===== config.mk =====
export PLATFORM = sky130hd
export DESIGN_NAME = tpsf_div_cell
export DESIGN_NICKNAME = d
export VERILOG_FILES = /design/src/hw/rtl/two_point_similarity_fit_top_assert.svh /design/src/hw/rtl/tpsf_pkg.sv /design/src/hw/rtl/tpsf_div_cell.sv
export SDC_FILE = /design/constraint.sdc
export NUM_CORES = 1
export LEC_CHECK = 0
export BUFFER_PORTS_ARGS = -buffer_cell sky130_fd_sc_hd__buf_2
export CORE_MARGIN = 3
export CORE_UTILIZATION = 53
export CTS_BUF_LIST = sky130_fd_sc_hd__clkbuf_8
export DETAILED_ROUTE_END_ITERATION = 12
export GPL_TIMING_DRIVEN = 1
export PLACE_DENSITY = 0.92
export SLEW_MARGIN = 25
export SYNTH_ARGS = -nofsm -noshare
export SYNTH_HDL_FRONTEND = slang
export SYNTH_SLANG_ARGS = --single-unit

===== constraint.sdc =====
create_clock -name clk -period 4 [get_ports clk]
set_input_delay 0.4 -clock clk [delete_from_list [all_inputs] [get_ports clk]]
set_output_delay 0.4 -clock clk [all_outputs]
set_load 0.005 [all_outputs]

===== src/hw/rtl/two_point_similarity_fit_top_assert.svh =====
// Assertion macros for the two-point similarity fit block
`ifndef TWO_POINT_SIMILARITY_FIT_TOP_ASSERT_SVH
`define TWO_POINT_SIMILARITY_FIT_TOP_ASSERT_SVH

// condition checked at every edge outside reset
`define TPSF_ASSERT(lbl, cond, msg) \
  lbl: assert property (@(posedge clk) disable iff (!rst_n) (cond)) else $error(msg);

// antecedent now implies consequent in the next cycle
`define TPSF_ASSERT_NEXT(lbl, pre, post, msg) \
  lbl: assert property (@(posedge clk) disable iff (!rst_n) (pre) |=> (post)) else $error(msg);

`endif


===== src/hw/rtl/tpsf_pkg.sv =====
// Shared constants and types of the two-point similarity fit block
`timescale 1ns / 1ps
package tpsf_pkg;

  localparam int RemW  = 67;
  localparam int QuoW  = 34;
  localparam int NumCells = QuoW;
  localparam int DenW  = 34;

  localparam logic [1:0] TAG_A  = 2'd0;
  localparam logic [1:0] TAG_B  = 2'd1;
  localparam logic [1:0] TAG_TX = 2'd2;
  localparam logic [1:0] TAG_TY = 2'd3;

  typedef struct packed {
    logic [1:0]      tag;
    logic            sign;
    logic            deg;
    logic [RemW-1:0] rem;
    logic [RemW-1:0] dsh;
    logic [QuoW-1:0] quo;
  } div_word_t;

endpackage


===== src/hw/rtl/tpsf_div_cell.sv =====
// One restoring-division cell: resolves one quotient bit and hands on
`timescale 1ns / 1ps
module tpsf_div_cell (
  input  logic                clk,
  input  logic                rst_n,
  input  logic                en,
  input  logic                in_v,
  input  tpsf_pkg::div_word_t in_w,
  output logic                out_v,
  output tpsf_pkg::div_word_t out_w
);

  logic                v_r;
  tpsf_pkg::div_word_t w_r, w_nxt;
  logic                ge;

  always_comb begin
    ge = (in_w.rem >= in_w.dsh);
    w_nxt = in_w;
    w_nxt.rem = ge ? (in_w.rem - in_w.dsh) : in_w.rem;
    w_nxt.dsh = in_w.dsh >> 1;
    w_nxt.quo = {in_w.quo[tpsf_pkg::QuoW-2:0], ge};
  end

  always_ff @(posedge clk) begin
    if (!rst_n) begin
      v_r <= 1'b0;
    end else if (en) begin
      v_r <= in_v;
    end
  end

  always_ff @(posedge clk) begin
    if (en) begin
      w_r <= w_nxt;
    end
  end

  assign out_v = v_r;
  assign out_w = w_r;

endmodule


# Word level (Yosys, flattened, before mapping)
# Cells that the tools add are included.
[classes] addsub=1 mux=1 n_lt_le_gt_ge=1
[op_table] cell="$ge 67x67->1" n=1
[op_table] cell="$mux 67" n=1
[op_table] cell="$sub 67x67->67" n=1
[word_totals] output_inout_bits=173 word_cells=10 ff_bits=172 in_bits=176

# Logic depth before layout (Yosys ltp)
# Gate-level depths: netlist of the first run.
[logic_depth] depth_word=2 depth_mapped=15 mapped_depth_nobuf=14

# Worst setup path after synthesis of the first run
# No wires, ideal clock.
[synth_timing] path_kind="in2reg" start="input in_w[101] in the netlist's numbering" end="register w_r, in the netlist out_w[155] (data pin)" path_buffers=0 cell_stages=14 setup_ns=0.260 t_required_ns=3.740 t_arrival_ns=3.225 setup_slack_ns=0.515 path_cell_list="inv_1 -> ha_1 -> inv_1 -> fa_1 -> a211oi_2 -> o21ai_1 -> a41o_1 -> o311a_1 -> o21ai_2 -> o21ai_0 -> a31oi_1 -> o21ai_0 -> xor2_1 -> mux2_4"
[synth_lines] item="from (decl)" line="tpsf_div_cell.sv:8" text="input tpsf_pkg::div_word_t in_w,"
[synth_lines] item="to (signal assigned)" line="tpsf_div_cell.sv:35" text="w_r <= w_nxt;"
[synth_lines] item="to (decl)" line="tpsf_div_cell.sv:14" text="tpsf_pkg::div_word_t w_r, w_nxt;"

==> impl_metrics.toml, run 1 <==
[outcome]
status = "finished, final reports clean"

[sta]
hold_slack_ns = 0.104
fin_worst_skew_ns = 0
finalCritPeriodShare_pct = 88.5
relSlewSlack_pct = 31.4
period_minus_slack_ns = 3.54
slew_violations = 0
setup-tns-final_ns = 0
finalSetupViolCount = 0
worstMarginPinSlew_ns = 1.03
rsz0062_at_grt = "false"
fmax_mhz = 282
hold_violations = 0

[global_routing]
use_met2_pct = 43.3
gr-max-usage-layer = "met2"
grt_max_degree = 101
grt_util_met1_pct = 32.0
overflow = 0
antenna_found_initial = 5
grt_pass1_wl_um = 43700
grt_usage_pct = 25.3
first_global_vias = 8527
met3_usage_pct = 4.57

[synth]
synth_seq_cells = 172
ys_seq_area_share_pct = 48.8
synth_cell_types = 62
synthesis.instances = 962
ys_warn_count = 0
async_flop_share_pct = 0
synth_ff_type = "edfxtp_1"
syn_nets = 1206
syn-cell-area_um2 = 10600
synth.avg_cell_area_um2 = 11.0
synth_edf_count = 171

[clock_tree]
clk_latency_ns = 0.47
clockBufferDepth = 2
cts_buffers = 17
cts_max_level = 4
cts_resized = 0
cts_tree = "built"
clock-sinks = 172
path_clk_slew_ns = 0.11
clockRootBuffer = "clkbuf_8"
postCtsSetupRepairBufs = 0
postCtsHoldBufs = 0

[pwr]
p_per_area_nw_per_um2 = 378
leakage_nw = 5.87
max-vdd-ir-drop_mv = 0.255

[floorplan]
core_um2 = 19500
die-area_um2 = 21700
die_y_um = 147
ios = 349
start_util_pct = 54.2
rows = 51
die_width_um = 147

[setup_path]
endpoint_kind = "register"
crit_path_start_kind = "primary input"
arrival_ns = 3.75
cp_max_fo = 6
r2r_slack_ns = 3.40
cp.required_ns = 4.21
r2r-start = "out_v"
crit_start = "in_w[36]"
cp-endpoint = "out_w[162]"
worst-setup-path-type = "primary input to register"
r2r_end = "out_v"
reg2reg_depth = 2

[placed_design]
dp_hpwl_um = 22400
post-place-cells = 1549
globalplace.congestion = 0.933
port_buffers = 346

[cells_and_area]
drive_gt1_share_pct = 36.2
layout.nets = 1547
most-common-layout-cells = "buf_2 (345), edfxtp_1 (171), inv_1 (93)"
stdcell_count = 1585
fin_util_pct = 66.9
areaGrowthSynthToFinish_pct = 23.5
final_common_cell = "buf_2"

[routing]
via_per_inst = 5.56
drtIter0Drc = 609
routed_wl_um = 28500
vias = 8819
drtAntennaViolNets = 0
remaining_drc_errors = 0
dr.pass1.iters = 5
avgRoutedWirePerCell_um = 18.0

[job]
max-cap-violations = 0

[worst_hold_path]
hold_path.class = "primary input to register"
[layout make-up]
class | count | area (um2)
Tap cell | 265 | 332
Multi-Input combinational cell | 660 | 4910
Clock buffer | 17 | 234
Timing Repair Buffer | 359 | 1870
Clock inverter | 15 | 195
Inverter | 93 | 349
Sequential cell | 172 | 5150
Fill cell | 1528 | 6470
Antenna cell | 4 | 10.0
[synthesized netlist by cell type, drive strengths merged, types with 4 or more instances]
cell type	instances	area [um2]
a21oi	93	480
clkbuf	28	105
nor2b	5	38.8
nand3	9	45.0
a211oi	8	70.1
or3	5	31.3
mux2i	4	40.0
o211ai	5	42.5
nor3	12	60.1
nor4	4	25.0
xnor2	40	350
xor2	23	201
buf	9	66.3
inv	93	349
a221oi	6	58.8
ha	67	838
nand2	61	229
or2	4	25.0
o21ai	55	298
nand4	30	188
nor2	45	169
mux2	65	796
nand2b	9	56.3
o21bai	25	188
edfxtp	171	5130
a21o	33	248
a31oi	7	43.8
o31ai	5	42.5
o21a	6	45.0
[metal layers]
metal / vias to the layer above / wire (um) / share of wire (%)
met1: 4117 / 11600 / 41
met2: 385 / 14000 / 49
li1: 4244 / - / -
met4: 2 / 1050 / 3.7
met5: - / 7 / 0.025
met3: 71 / 1800 / 6.3
[stage by stage]
step | power (mW) | setup slack, ns | instance area [um2]
2_1_floorplan | 3.12 | 0.515 | 10600
3_3_place_gp | 3.61 | 0.116 | 12600
3_5_place_dp | 3.65 | 0.0401 | 12600
4_1_cts | 4.94 | 0.541 | 13000
5_1_grt | 5.15 | 0.263 | 13100
6_report | 4.94 | 0.458 | 13100
[cells by family after synthesis]
group,share of synthesized area [%]
buf+inv,4.92
fa+ha+maj,8.12
other cells,0.0355
compound gates,16.3
simple gates,8.79
mux,7.90
xor+xnor,5.22
flops,48.8
[sequential cells by signal (all words and copies together), names as in the netlist]
register	flops
out_v	1
out_w	171
[power by group]
part	total [mW]	leakage, nW	internal (mW)	switching (mW)
logic	1.37	3.97	0.632	0.738
registers	2.26	1.68	2.21	0.0462
clock network	1.31	0.216	0.542	0.767
[critical path: stages]
cell and delay, ns:
buf_2 0.10, inv_1 0.04, ha_1 0.41, o211ai_2 0.11, a21oi_2 0.19, o311a_1 0.32
a21oi_2 0.09, o31ai_1 0.74, a21oi_1 0.29, o21ai_0 0.53, o2bb2ai_1 0.17, a22oi_1 0.08
mux2_4 0.27
[worst min path at each step]
stage,start,end,depth (start not counted)
after detailed placement,out_v,out_v,2
after floorplan,in_w[9],out_w[10],0
final,in_w[22],out_w[23],1
after global routing,in_w[12],out_w[13],1
after global placement,out_v,out_v,2
after CTS,in_w[24],out_w[25],1
Power figures use the tool's default switching activity.
==> run 2, diff against run 1 <==
--- a/config.mk
+++ b/config.mk
@@ -7,11 +7,11 @@
 export LEC_CHECK = 0
 export BUFFER_PORTS_ARGS = -buffer_cell sky130_fd_sc_hd__buf_2
 export CORE_MARGIN = 3
-export CORE_UTILIZATION = 53
+export CORE_UTILIZATION = 30
 export CTS_BUF_LIST = sky130_fd_sc_hd__clkbuf_8
 export DETAILED_ROUTE_END_ITERATION = 12
 export GPL_TIMING_DRIVEN = 1
-export PLACE_DENSITY = 0.92
+export PLACE_DENSITY = 0.61
 export SLEW_MARGIN = 25
 export SYNTH_ARGS = -nofsm -noshare
 export SYNTH_HDL_FRONTEND = slang
==> run 2 against run 1 <==
Flip-flop and latch count did not move; worst hold slack got worse by 0.023 ns; critical path depth rose by 3; maximum frequency barely moved; first-iteration DRC count fell by 37%; register-to-register slack barely moved; routed wire length rose by 12%.
==> impl_metrics.toml, run 2 (synthesis gave the netlist of run 1 again) <==
[clock_tree]
cts_buffers = 17
postCtsHoldBufs = 0
clock-sinks = 172
cts_max_level = 4
clockRootBuffer = "clkbuf_8"
cts_tree = "built"
clk_latency_ns = 0.48
path_clk_slew_ns = 0.10
cts_resized = 0
postCtsSetupRepairBufs = 0
clockBufferDepth = 2

[cells_and_area]
areaGrowthSynthToFinish_pct = 25.8
layout.nets = 1553
drive_gt1_share_pct = 36.5
fin_util_pct = 38.4
largest_register_ffs = 171
final_common_cell = "buf_2"
fillCellCount = 3519
most-common-layout-cells = "buf_2 (345), edfxtp_1 (171), inv_1 (93)"

[sta]
slew_violations = 0
finalCritPeriodShare_pct = 88.5
worstMarginPinSlew_ns = 0.648
hold_violations = 0
hold_slack_ns = 0.0808
relSlewSlack_pct = 56.4
fin_worst_skew_ns = 0
period_minus_slack_ns = 3.54
finalSetupViolCount = 0
fmax_mhz = 282
rsz0062_at_grt = "false"

[worst_hold_path]
whs_path_depth = 1
hp-start = "in_w[21]"
hold_path.class = "primary input to register"

[pwr]
p_per_area_nw_per_um2 = 369
max-vdd-ir-drop_mv = 0.249
leakage_nw = 5.88
p_total_mw = 4.91

[routing]
dr.pass1.iters = 5
vias = 8571
remaining_drc_errors = 0
avgRoutedWirePerCell_um = 17.9
drtAntennaViolNets = 0
drtIter0Drc = 386
via_per_inst = 4.81
routed_wl_um = 31900

[floorplan]
die-area_um2 = 37500
core_um2 = 34600
start_util_pct = 30.5
rows = 68
die_y_um = 194
ios = 349
die_width_um = 194

[outcome]
status = "finished, final reports clean"

[placed_design]
port_buffers = 346
globalplace.congestion = 0.833
dp_hpwl_um = 25600

[global_routing]
grt_pass1_wl_um = 48700
grt_max_degree = 72
grt_usage_pct = 16.5
antenna_found_initial = 9
overflow = 0
first_global_vias = 8858

[setup_path]
crit_path_start_kind = "primary input"
reg2reg_depth = 2
r2r-start = "out_v"
arrival_ns = 3.78
crit_start = "in_w[101]"
cp.required_ns = 4.24
cp_max_fo = 4
worst-setup-path-type = "primary input to register"
endpoint_kind = "register"

[job]
max-cap-violations = 0
## run 2: critical path: stages
cell and delay, ns:
buf_2 0.09, inv_1 0.06, ha_1 0.16, inv_1 0.06
fa_1 0.39, a211oi_2 0.26, o21ai_1 0.11, a41o_1 0.32
o311a_1 0.39, o21ai_2 0.31, o21ai_0 0.20, a31oi_1 0.21
buf_4 0.19, o21ai_0 0.17, xor2_1 0.18, mux2_4 0.27
## run 2: path summary, 6_finish.rpt
path | end | slack, ns
min reg2reg | out_v | 0.52
min | out_w[22] | 0.08
max | out_w[155] | 0.46
max reg2reg | out_v | 3.41
## run 2: power by group
group          switching (mW)  internal, mW
clock                   0.743         0.517
sequential             0.0436          2.21
combinational           0.753         0.642
## run 2: per-stage QoR
stage | worst slack, ns | std cells | setup TNS [ns] | cell area, um2
CTS | 0.552 | 1777 | 0 | 13300
finish | 0.459 | 1781 | 0 | 13300
floorplan | 0.515 | 962 | 0 | 10600
global route | 0.376 | 1781 | 0 | 13300
detailed placement | -0.0174 | 1745 | -0.0174 | 12900
global placement | 0.0577 | 1745 | 0 | 12900
## run 2: cell type report
cell class | instances | area (um2) | area share (%)
inverter | 93 | 349 | 2.62
clock buffer | 17 | 234 | 1.76
sequential | 172 | 5150 | 38.7
timing repair buffer | 365 | 1930 | 14.5
multi-input combinational | 660 | 4910 | 36.9
clock inverter | 15 | 150 | 1.13
antenna | 4 | 10.0 | 0.0752
tap | 455 | 569 | 4.28
## run 2: layer usage
metal  GRT usage, %  wire, um  up-vias
met5              0        58        -
met4           5.92       845       10
met3           4.43      1810       46
met2           27.4     15200      261
met1           20.6     14000     4010
li1               -         -     4244
